==> src/rtl/sha_pkg.sv <==
// ----------------------------------------------------------------------------
// sha_pkg
// Shared types and constants for the SHA-256 byte-stream hash block.
// ----------------------------------------------------------------------------
package sha_pkg;

  localparam int BLK_BITS  = 512;
  localparam int BLK_BYTES = 64;
  localparam int Q_DEPTH   = 2;
  localparam int Q_AW      = $clog2(Q_DEPTH);
  localparam int Q_CW      = $clog2(Q_DEPTH + 1);

  // last byte position at which the length still fits after the 0x80 marker
  localparam logic [5:0] PAD_LIMIT = 6'd55;
  localparam logic [5:0] FILL_LAST = 6'd63;
  localparam logic [5:0] ROUND_LAST = 6'd63;
  localparam logic [7:0] PAD_MARK  = 8'h80;

  localparam logic [31:0] IV_TAB [8] = '{
    32'h6a09e667, 32'hbb67ae85, 32'h3c6ef372, 32'ha54ff53a,
    32'h510e527f, 32'h9b05688c, 32'h1f83d9ab, 32'h5be0cd19
  };

  localparam logic [31:0] K_TAB [64] = '{
    32'h428a2f98, 32'h71374491, 32'hb5c0fbcf, 32'he9b5dba5,
    32'h3956c25b, 32'h59f111f1, 32'h923f82a4, 32'hab1c5ed5,
    32'hd807aa98, 32'h12835b01, 32'h243185be, 32'h550c7dc3,
    32'h72be5d74, 32'h80deb1fe, 32'h9bdc06a7, 32'hc19bf174,
    32'he49b69c1, 32'hefbe4786, 32'h0fc19dc6, 32'h240ca1cc,
    32'h2de92c6f, 32'h4a7484aa, 32'h5cb0a9dc, 32'h76f988da,
    32'h983e5152, 32'ha831c66d, 32'hb00327c8, 32'hbf597fc7,
    32'hc6e00bf3, 32'hd5a79147, 32'h06ca6351, 32'h14292967,
    32'h27b70a85, 32'h2e1b2138, 32'h4d2c6dfc, 32'h53380d13,
    32'h650a7354, 32'h766a0abb, 32'h81c2c92e, 32'h92722c85,
    32'ha2bfe8a1, 32'ha81a664b, 32'hc24b8b70, 32'hc76c51a3,
    32'hd192e819, 32'hd6990624, 32'hf40e3585, 32'h106aa070,
    32'h19a4c116, 32'h1e376c08, 32'h2748774c, 32'h34b0bcb5,
    32'h391c0cb3, 32'h4ed8aa4a, 32'h5b9cca4f, 32'h682e6ff3,
    32'h748f82ee, 32'h78a5636f, 32'h84c87814, 32'h8cc70208,
    32'h90befffa, 32'ha4506ceb, 32'hbef9a3f7, 32'hc67178f2
  };

  typedef struct packed {
    logic [7:0] msg_byte;
    logic       byte_valid;
    logic       end_of_message;
  } sha_in_t;

  typedef struct packed {
    logic [63:0] digest_part0;
    logic [63:0] digest_part1;
    logic [63:0] digest_part2;
    logic [63:0] digest_part3;
  } sha_out_t;

  // one 512-bit block for the compression core; byte 0 sits in the top bits
  typedef struct packed {
    logic                last;
    logic [BLK_BITS-1:0] data;
  } sha_blk_t;

  typedef struct packed {
    logic full;
    logic empty;
  } sha_qstat_t;

  typedef enum logic [1:0] {
    FS_COLLECT,
    FS_PAD,
    FS_LEN
  } front_state_t;

  typedef enum logic [1:0] {
    CS_IDLE,
    CS_ROUND,
    CS_ADD
  } core_state_t;

endpackage

==> src/rtl/sha_queue.sv <==
// ----------------------------------------------------------------------------
// sha_queue
// Short block queue between the byte collector and the compression core.
// ----------------------------------------------------------------------------
module sha_queue import sha_pkg::*; (
  input  logic       clk,
  input  logic       rst_n,
  input  logic       push,
  input  sha_blk_t   push_blk,
  input  logic       pop,
  output sha_blk_t   pop_blk,
  output sha_qstat_t qstat
);

  sha_blk_t        mem_r [Q_DEPTH];
  logic [Q_AW-1:0] wr_r;
  logic [Q_AW-1:0] rd_r;
  logic [Q_CW-1:0] count_r;

  assign pop_blk     = mem_r[rd_r];
  assign qstat.full  = (count_r == Q_CW'(Q_DEPTH));
  assign qstat.empty = (count_r == '0);

  always_ff @(posedge clk) begin
    if (!rst_n) begin
      wr_r    <= '0;
      rd_r    <= '0;
      count_r <= '0;
    end else begin
      if (push) wr_r <= wr_r + 1'b1;
      if (pop)  rd_r <= rd_r + 1'b1;
      if (push && !pop)      count_r <= count_r + 1'b1;
      else if (pop && !push) count_r <= count_r - 1'b1;
    end
  end

  always_ff @(posedge clk) begin
    if (push) mem_r[wr_r] <= push_blk;
  end

endmodule

==> config.mk <==
export PLATFORM = sky130hd
export DESIGN_NAME = sha_queue
export DESIGN_NICKNAME = d
export VERILOG_FILES = /design/src/rtl/sha_pkg.sv /design/src/rtl/sha_queue.sv
export SDC_FILE = /design/constraint.sdc
export NUM_CORES = 1
export LEC_CHECK = 0
export BUFFER_PORTS_ARGS = -buffer_cell sky130_fd_sc_hd__buf_2
export CAP_MARGIN = 20
export CORE_AREA = 4 4 396 398
export CTS_BUF_LIST = sky130_fd_sc_hd__clkbuf_4 sky130_fd_sc_hd__clkbuf_8
export DETAILED_ROUTE_END_ITERATION = 10
export DIE_AREA = 0 0 400 402
export GPL_ROUTABILITY_DRIVEN = 1
export GPL_TIMING_DRIVEN = 0
export PLACE_DENSITY_LB_ADDON = 0.2
export RECOVER_POWER = 100
export SETUP_SLACK_MARGIN = 0.05
export SLEW_MARGIN = 25
export SYNTH_ARGS = -nofsm -noshare
export SYNTH_HDL_FRONTEND = slang
export SYNTH_SLANG_ARGS = --single-unit
==> constraint.sdc <==
create_clock -name clk -period 27.8 [get_ports clk]
set_clock_uncertainty 0.15 [all_clocks]
set_input_delay 1.39 -clock clk [delete_from_list [all_inputs] [get_ports clk]]
set_output_delay 1.39 -clock clk [all_outputs]
set_load 0.05 [all_outputs]
==> run summary <==
result of the run: finished, violations left
violated checks: capacitance limit, slew limit
Synthesized Nets: 2136
largest net degree at the start of global routing: 45
Final Hold Viols: 0
pre-CTS WS: 24030 ps
Initial DRT Pass Iterations: 5
Starting DRT DRC Count: 919
CP arrival: 10030 ps
final WL: 110700 um
hold buffer count at cts: 0
crit-path cells: clkbuf_1 > and2_0 > clkbuf_1 > clkbuf_1 > clkbuf_1 > clkbuf_1 > clkbuf_1
static leakage: 15.86 nW
layout cell share with drive strength beyond 1: 0.3797
# DRC: 0
total die area: 160800 um2
DP Cell Count: 4738
vias in the first global route: 21300
Layout area overhead: 27.27%
most common cell after layout, fill and taps aside: edfxtp_1
Placer Congestion: 0.7718
Seq/Total Area, Yosys: 0.8260
Clock Pin Slew Worst Setup and Hold Paths: 60 ps
crit path max fanout: 41
post-synthesis cell area: 37420 um2
delay-heaviest family, CP: buffers and inverters
CP Class: input port to flip-flop
commonest cells after routing, fill and taps aside: edfxtp_1, clkbuf_1, mux2_2
Power Density: 78.69 nW/um2
RSZ-0062 raised after global routing: no
number of synthesized register bits: 1031
Detail Placement HPWL: 82890 um
GR Overflow Total: 0
total track usage: 0.1318
crit path launch type: input port
via count: 20220
wire length per cell: 21.77 um
Placement Cell Area: 46300 um2
relative slew slack: -0.7696
f_max: 0.1023 GHz
TritonCTS buffer count: 180
antenna violations before repair: 73
# rows: 144
CTS tree: built
Max IR drop VDD: 0.00003872 V
Slew Viols, Final: 537
Die X: 400 um
Worst Path Buf+Inv: 6
worst slew pin tran: 2654 ps
clk sinks: 1031
Setup crit end kind: flip-flop
library cells used by synthesis: 16
HP Class: flip-flop to flip-flop
Max-Cap Viols: 14
post-CTS setup buffer count: 0
final setup fails: 0
max incr delay on CP: 1820 ps
CTS max path bufs: 3
H-tree levels: 4
Final WS setup: 18020 ps
Synth Instances: 1618
Yosys warning count: 0
Clk Tree Root Cell: clkbuf_8
height of the chip: 402 um
CP Data Required Time: 28060 ps
period utilization: 0.3517
Post-CTS Resized: 0
Final Instance Count excl. Fillers: 5085
CP most frequent cell: clkbuf_1
vias per cell: 3.975
min Tclk post-route: 9776 ps
Clk Latency, worst-skew pair: 840 ps
Buffers on Ports: 1031
core area: 153300 um2
Final Net Count: 3394
TNS Setup: 0 ps
Final Instance Area: 47630 um2
Starting Density: 0.2441
Post-Syn Area per Cell: 23.13 um2
first-pass GRT wire length: 152000 um
Final ANT Viol Nets: 0
critical path's slowest cell: clkbuf_1
# IOs: 1032
==> cell usage after synthesis <==
library cell  instances  share of area
ha_1                  1        0.00033
edfxtp_1           1026           0.82
xnor2_1               1        0.00023
o21ai_0               1        0.00013
inv_1                 1        0.00010
and2_1                4        0.00067
nor2b_1               3        0.00050
xor2_1                2        0.00047
buf_2                 4        0.00054
a21boi_0              1        0.00020
o21a_1                1        0.00020
buf_6                53          0.016
nor2_1                1        0.00010
mux2_2              513           0.15
dfxtp_1               5         0.0027
or3_1                 1        0.00017
==> sequential cells by signal, indices dropped and copies added (netlist names), named ones only <==
signal,cells
wr_r,1
mem_r,1026
count_r,2
rd_r,1
==> per-stage QoR <==
step / hold slack (ps) / util / power [W]
floorplan: 322.9 / - / 0.002341
finish: 354.3 / 0.3106 / 0.003748
detailed placement: 354.6 / 0.3019 / 0.002503
global route: 424.4 / 0.3105 / 0.003926
global placement: 348.3 / 0.2944 / 0.002578
CTS: 360.8 / 0.3245 / 0.003879
==> kinds of logic after synthesis <==
kind of cell             count (synthesis)  share of synthesized area
adder cells (fa/ha/maj)                  1                  0.0003343
XOR/XNOR                                 3                  0.0007023
flip-flops                            1031                     0.8260
AND/OR/NAND/NOR                          9                   0.001438
buffers and inverters                   58                    0.01658
AO/OA/AOI/OAI                            3                  0.0005350
multiplexers                           513                     0.1544
==> per-layer routing <==
layer  part of all wire  global-route usage  vias to the layer above  wire [um]
li1                   -                   -                     9099          -
met3               0.12             0.07539                      257      13250
met1               0.35              0.1339                     9989      38470
met4              0.030             0.04944                       54       3296
met5             0.0033                   0                        -        362
met2               0.50              0.2240                      816      55300
==> layout make-up <==
class	count	area, um2
buffer	57	214.0
antenna	28	70.07
tap	2044	2557
fill	15520	105700
timing repair buffer	1076	4522
clock inverter	71	452.9
inverter	1	3.754
sequential	1031	30910
clock buffer	248	3007
multi-input combinational	529	5889
==> where the power goes <==
| group | internal (W) | total, W | switching, W |
|---|---|---|---|
| combinational | 0.000135 | 0.000588 | 0.000453 |
| clock | 0.000727 | 0.00134 | 0.000616 |
| sequential | 0.00180 | 0.00182 | 0.0000139 |
==> tightest hold or removal path, stage by stage, from the launching register on <==
cell      delay [ps]
dfxtp_1          320
o21ai_0           60
a21boi_0          70
==> final timing paths <==
path                      startpoint                      end  slack [ps]  cells past startpoint
max                             push  mem_r[1][293]$_DFFE_PP_       18020                      7
min          count_r[1]$_SDFFE_PN0P_  count_r[1]$_SDFFE_PN0P_         350                      2
max reg2reg        wr_r$_SDFFE_PN0P_  mem_r[1][293]$_DFFE_PP_       18400                      6
min reg2reg  count_r[1]$_SDFFE_PN0P_  count_r[1]$_SDFFE_PN0P_         350                      2
No activity file was read; power rests on OpenSTA's default activity.
