<file path="src/rtl/sha_pkg.sv">
// ----------------------------------------------------------------------------
// sha_pkg
// Shared types and constants for the SHA-256 byte-stream hash block.
// ----------------------------------------------------------------------------
package sha_pkg;

  localparam int BLK_BITS  = 512;
  localparam int BLK_BYTES = 64;
  localparam int Q_DEPTH   = 2;
  localparam int Q_AW      = $clog2(Q_DEPTH);
  localparam int Q_CW      = $clog2(Q_DEPTH + 1);

  // last byte position at which the length still fits after the 0x80 marker
  localparam logic [5:0] PAD_LIMIT = 6'd55;
  localparam logic [5:0] FILL_LAST = 6'd63;
  localparam logic [5:0] ROUND_LAST = 6'd63;
  localparam logic [7:0] PAD_MARK  = 8'h80;

  localparam logic [31:0] IV_TAB [8] = '{
    32'h6a09e667, 32'hbb67ae85, 32'h3c6ef372, 32'ha54ff53a,
    32'h510e527f, 32'h9b05688c, 32'h1f83d9ab, 32'h5be0cd19
  };

  localparam logic [31:0] K_TAB [64] = '{
    32'h428a2f98, 32'h71374491, 32'hb5c0fbcf, 32'he9b5dba5,
    32'h3956c25b, 32'h59f111f1, 32'h923f82a4, 32'hab1c5ed5,
    32'hd807aa98, 32'h12835b01, 32'h243185be, 32'h550c7dc3,
    32'h72be5d74, 32'h80deb1fe, 32'h9bdc06a7, 32'hc19bf174,
    32'he49b69c1, 32'hefbe4786, 32'h0fc19dc6, 32'h240ca1cc,
    32'h2de92c6f, 32'h4a7484aa, 32'h5cb0a9dc, 32'h76f988da,
    32'h983e5152, 32'ha831c66d, 32'hb00327c8, 32'hbf597fc7,
    32'hc6e00bf3, 32'hd5a79147, 32'h06ca6351, 32'h14292967,
    32'h27b70a85, 32'h2e1b2138, 32'h4d2c6dfc, 32'h53380d13,
    32'h650a7354, 32'h766a0abb, 32'h81c2c92e, 32'h92722c85,
    32'ha2bfe8a1, 32'ha81a664b, 32'hc24b8b70, 32'hc76c51a3,
    32'hd192e819, 32'hd6990624, 32'hf40e3585, 32'h106aa070,
    32'h19a4c116, 32'h1e376c08, 32'h2748774c, 32'h34b0bcb5,
    32'h391c0cb3, 32'h4ed8aa4a, 32'h5b9cca4f, 32'h682e6ff3,
    32'h748f82ee, 32'h78a5636f, 32'h84c87814, 32'h8cc70208,
    32'h90befffa, 32'ha4506ceb, 32'hbef9a3f7, 32'hc67178f2
  };

  typedef struct packed {
    logic [7:0] msg_byte;
    logic       byte_valid;
    logic       end_of_message;
  } sha_in_t;

  typedef struct packed {
    logic [63:0] digest_part0;
    logic [63:0] digest_part1;
    logic [63:0] digest_part2;
    logic [63:0] digest_part3;
  } sha_out_t;

  // one 512-bit block for the compression core; byte 0 sits in the top bits
  typedef struct packed {
    logic                last;
    logic [BLK_BITS-1:0] data;
  } sha_blk_t;

  typedef struct packed {
    logic full;
    logic empty;
  } sha_qstat_t;

  typedef enum logic [1:0] {
    FS_COLLECT,
    FS_PAD,
    FS_LEN
  } front_state_t;

  typedef enum logic [1:0] {
    CS_IDLE,
    CS_ROUND,
    CS_ADD
  } core_state_t;

endpackage

</file>
<file path="src/rtl/sha_core.sv">
// ----------------------------------------------------------------------------
// sha_core
// SHA-256 compression: one round per cycle over a 16-word schedule window,
// chaining update and the digest output register.
// ----------------------------------------------------------------------------
module sha_core import sha_pkg::*; (
  input  logic       clk,
  input  logic       rst_n,
  input  sha_qstat_t qstat,
  input  sha_blk_t   pop_blk,
  output logic       pop,
  output logic       ld_digest,
  output logic       out_valid,
  input  logic       out_ready,
  output sha_out_t   out_data
);

  function automatic logic [31:0] bsig0(input logic [31:0] x);
    return {x[1:0], x[31:2]} ^ {x[12:0], x[31:13]} ^ {x[21:0], x[31:22]};
  endfunction

  function automatic logic [31:0] bsig1(input logic [31:0] x);
    return {x[5:0], x[31:6]} ^ {x[10:0], x[31:11]} ^ {x[24:0], x[31:25]};
  endfunction

  function automatic logic [31:0] ssig0(input logic [31:0] x);
    return {x[6:0], x[31:7]} ^ {x[17:0], x[31:18]} ^ {3'b000, x[31:3]};
  endfunction

  function automatic logic [31:0] ssig1(input logic [31:0] x);
    return {x[16:0], x[31:17]} ^ {x[18:0], x[31:19]} ^ {10'b0, x[31:10]};
  endfunction

  core_state_t state_r, state_nxt;
  logic [31:0] h_r [8];
  logic [31:0] v_r [8];
  logic [31:0] w_r [16];
  logic [5:0]  round_r;
  logic        last_r;
  logic        out_valid_r;
  sha_out_t    out_data_r;
  logic        slot_free;
  logic [31:0] t1, t2, ch, maj, w_new;
  logic [31:0] sum [8];

  assign slot_free = !out_valid_r || out_ready;
  assign out_valid = out_valid_r;
  assign out_data  = out_data_r;

  // next state
  always_comb begin
    state_nxt = state_r;
    case (state_r)
      CS_IDLE: begin
        if (!qstat.empty) state_nxt = CS_ROUND;
      end
      CS_ROUND: begin
        if (round_r == ROUND_LAST) state_nxt = CS_ADD;
      end
      CS_ADD: begin
        if (!last_r || slot_free) state_nxt = CS_IDLE;
      end
      default: state_nxt = CS_IDLE;
    endcase
  end

  // outputs
  always_comb begin
    pop       = 1'b0;
    ld_digest = 1'b0;
    case (state_r)
      CS_IDLE:  pop = !qstat.empty;
      CS_ROUND: pop = 1'b0;
      CS_ADD:   ld_digest = last_r && slot_free;
      default:  pop = 1'b0;
    endcase
  end

  // round and schedule datapath
  always_comb begin
    ch    = (v_r[4] & v_r[5]) ^ (~v_r[4] & v_r[6]);
    maj   = (v_r[0] & v_r[1]) ^ (v_r[0] & v_r[2]) ^ (v_r[1] & v_r[2]);
    t1    = v_r[7] + bsig1(v_r[4]) + ch + K_TAB[round_r] + w_r[0];
    t2    = bsig0(v_r[0]) + maj;
    w_new = ssig1(w_r[14]) + w_r[9] + ssig0(w_r[1]) + w_r[0];
    for (int i = 0; i < 8; i++) sum[i] = h_r[i] + v_r[i];
  end

  always_ff @(posedge clk) begin
    if (!rst_n) begin
      state_r     <= CS_IDLE;
      out_valid_r <= 1'b0;
      round_r     <= '0;
      for (int i = 0; i < 8; i++) h_r[i] <= IV_TAB[i];
    end else begin
      state_r <= state_nxt;
      if (ld_digest)      out_valid_r <= 1'b1;
      else if (out_ready) out_valid_r <= 1'b0;
      if (state_r == CS_ROUND) round_r <= round_r + 6'd1;
      if (state_r == CS_ADD) begin
        // fold the block into the chain; a finished message restarts from IV
        if (!last_r) begin
          for (int i = 0; i < 8; i++) h_r[i] <= sum[i];
        end else if (slot_free) begin
          for (int i = 0; i < 8; i++) h_r[i] <= IV_TAB[i];
        end
      end
    end
  end

  always_ff @(posedge clk) begin
    if (pop) begin
      last_r <= pop_blk.last;
      for (int j = 0; j < 16; j++) w_r[j] <= pop_blk.data[32*(15-j) +: 32];
      for (int i = 0; i < 8; i++)  v_r[i] <= h_r[i];
    end else if (state_r == CS_ROUND) begin
      for (int j = 0; j < 15; j++) w_r[j] <= w_r[j+1];
      w_r[15] <= w_new;
      v_r[7] <= v_r[6];
      v_r[6] <= v_r[5];
      v_r[5] <= v_r[4];
      v_r[4] <= v_r[3] + t1;
      v_r[3] <= v_r[2];
      v_r[2] <= v_r[1];
      v_r[1] <= v_r[0];
      v_r[0] <= t1 + t2;
    end
    if (ld_digest) begin
      out_data_r.digest_part0 <= {sum[0], sum[1]};
      out_data_r.digest_part1 <= {sum[2], sum[3]};
      out_data_r.digest_part2 <= {sum[4], sum[5]};
      out_data_r.digest_part3 <= {sum[6], sum[7]};
    end
  end

endmodule

</file>
<file path="config.mk">
export PLATFORM = sky130hd
export DESIGN_NAME = sha_core
export DESIGN_NICKNAME = d
export VERILOG_FILES = /design/src/rtl/sha_pkg.sv /design/src/rtl/sha_core.sv
export SDC_FILE = /design/constraint.sdc
export NUM_CORES = 2
export LEC_CHECK = 0
export ABC_CLOCK_PERIOD_IN_PS = 19100
export BUFFER_PORTS_ARGS = -buffer_cell sky130_fd_sc_hd__buf_2
export CORE_ASPECT_RATIO = 1.75
export CORE_MARGIN = 2
export CORE_UTILIZATION = 55
export DETAILED_ROUTE_END_ITERATION = 10
export PLACE_DENSITY = 0.8
export SLEW_MARGIN = 40
export SYNTH_ARGS = -nofsm -noshare
export SYNTH_HDL_FRONTEND = slang
export SYNTH_SLANG_ARGS = --single-unit
</file>
<file path="constraint.sdc">
create_clock -name clk -period 19.1 [get_ports clk]
set_input_delay 1.91 -clock clk [delete_from_list [all_inputs] [get_ports clk]]
set_output_delay 1.91 -clock clk [all_outputs]
set_load 0.01 [all_outputs]
</file>
==> impl_metrics.json <==
{
  "finalCriticalPeriod_ps": 11190,
  "vias": 63750,
  "synth_cells": 7953,
  "gp_congestion": 1.050,
  "cp.required_ps": 19630,
  "dieHeight_um": 500.0,
  "gr-total-overflow": 0,
  "cts.sinks": 1290,
  "tritoncts": "yes",
  "hpwl_mm": 225.3,
  "maxCapViolCount": 0,
  "fmax_mhz": 89.38,
  "status": "completed",
  "initial_core_util": 0.5520,
  "drc": 0,
  "finalCritPeriodShare": 0.5858,
  "relSlewSlack": 0.3389,
  "slew_violations": 0,
  "synthFlopType": "edfxtp_1",
  "setup_viol": 0,
  "finalNetCount": 9668,
  "ys_seq_area_frac": 0.4834,
  "rows": 182,
  "yosys.area.top_type": "edfxtp_1",
  "io_buffers": 775,
  "path_max_fanout": 27,
  "coreArea_mm2": 0.1400,
  "hold_buffers": 0,
  "critical_path_arrival_ps": 11720,
  "grt_pass1_wl_mm": 416.1,
  "dp_slack_ps": 8147,
  "clockBufferDepth": 3,
  "synth-async-reset-ratio": 0,
  "drt_iter0_drc": 6839,
  "rsz0062_at_grt": "no",
  "min_path_type": "reg -> reg",
  "syn-num-nets": 9056,
  "syn_area_mm2": 0.07730,
  "path_class": "reg -> reg",
  "setup_ws_ps": 7912,
  "viasPerCell": 6.050,
  "fin_worst_skew_ps": 46.46,
  "dr.pass1.iters": 6,
  "clk_pin_slew_ps": 70,
  "clock_latency_ps": 810,
  "postRouteAntennaNets": 0,
  "cp_slowest_cell": "xor2_2",
  "dieWidth_um": 287.4,
  "cpPeakStageDelay_ps": 680,
  "finalHoldWorstSlack_ps": 477.5,
  "cts_resized": 0,
  "most-common-layout-cells": "nand2_1, edfxtp_1, buf_2",
  "grt_usage": 0.4025,
  "wl_per_cell_um": 27.63,
  "synth_seq_cells": 1290,
  "crit_path_end_kind": "flop",
  "setup_tns_ps": 0,
  "io_pins": 777,
  "cts_made_buffers": 116,
  "tightest_slew_ps": 984.6,
  "ys_types": 82,
  "cts_setup_buffers": 0,
  "startpoint_type": "flop",
  "syn_to_final_growth_pct": 12.95,
  "die-area_mm2": 0.1437,
  "syn_avg_cell_area_um2": 9.720,
  "final_common_cell": "nand2_1",
  "synth_area_leaders": "edfxtp_1, nand2_1, ha_1, fa_1, xnor2_1",
  "synth_top_area_frac": 0.4479,
  "ys_warn_count": 0,
  "grt_pass1_vias": 62760,
  "drt-total-wl_mm": 291.2,
  "cts-root-buf": "clkbuf_16",
  "grt_max_degree": 201,
  "drive_gt1_frac": 0.1330,
  "synth_edf_count": 1153,
  "htree_num_levels": 3,
  "antenna_found_initial": 41,
  "hold_viol": 0
}
routing by layer:
layer  track usage  part of all wire  wire, um
met5             0           0.00038       111
met4        0.4055              0.12     35840
met2        0.6477              0.47    135400
met3       0.08074             0.088     25730
met1        0.4317              0.32     94060
kinds of logic (layout without fill, tap and decap cells):
| kind of cell | after synthesis | after routing | share of synthesized area |
|---|---|---|---|
| other | 0 | 31 | 0 |
| adders and majority gates | 589 | 589 | 0.1141 |
| AOI/OAI and AO/OA | 1383 | 1383 | 0.1155 |
| muxes | 48 | 48 | 0.007024 |
| xor gates and xnor gates | 596 | 596 | 0.06772 |
| DFF | 1290 | 1290 | 0.4834 |
| buffers and inverters | 712 | 1426 | 0.03457 |
| and+or+nand+nor | 3335 | 3335 | 0.1777 |
cell usage after synthesis (58+ instances only):
master	count
a211oi_1	58
a21o_1	181
a21oi_1	366
and2_1	64
clkbuf_1	342
dfxtp_1	137
edfxtp_1	1153
fa_1	195
ha_1	390
inv_1	339
nand2_1	2503
nand2b_1	109
nand3_1	99
nor2_1	274
nor3_1	83
o21a_1	60
o21ai_0	328
xnor2_1	428
xor2_1	167
metrics by stage:
| stage | instance area, um^2 | cells | utilization |
|---|---|---|---|
| floorplan | 77310 | 7953 | - |
| global placement | 82810 | 10280 | 0.5913 |
| detailed placement | 83080 | 10290 | 0.5933 |
| CTS | 87160 | 10510 | 0.6224 |
| global route | 87270 | 10520 | 0.6231 |
| finish | 87320 | 10540 | 0.6235 |
cell type report:
type                       instances  area (um^2)
fill                           11590        52730
multi-input combinational       5951        37440
sequential                      1290        37370
timing repair buffer             863         4753
clock buffer                     142         3082
tap                             1840         2302
inverter                         343         1295
clock inverter                    78        997.2
antenna                           31        77.57
sequential cells by signal, summed over array words and instances (netlist names):
register   cells
state_r        2
round_r        6
v_r          256
last_r         1
out_valid      1
w_r          512
h_r          256
out_data     256
worst max-delay path, delay by kind of cell (launching register included):
family                     cells  cell delay (ps)
AOI/OAI and AO/OA             15             3630
adders and majority gates      7             2830
and+or+nand+nor                7             1580
buffers and inverters          7             1480
xor gates and xnor gates       2              770
DFF                            1              310
muxes                          1              260
final timing paths:
check / from / depth (start not counted) / to / slack, ps
setup / recovery: round_r[0] / 39 / v_r[0][29] / 7910
hold / removal: h_r[1][20] / 2 / h_r[1][20] / 480
setup reg to reg: round_r[0] / 39 / v_r[0][29] / 7910
hold reg to reg: h_r[1][20] / 2 / h_r[1][20] / 480
Power is left out: the tool's default activity adds up to more than one toggle a clock period on the data nets, which glitch-free logic cannot reach.
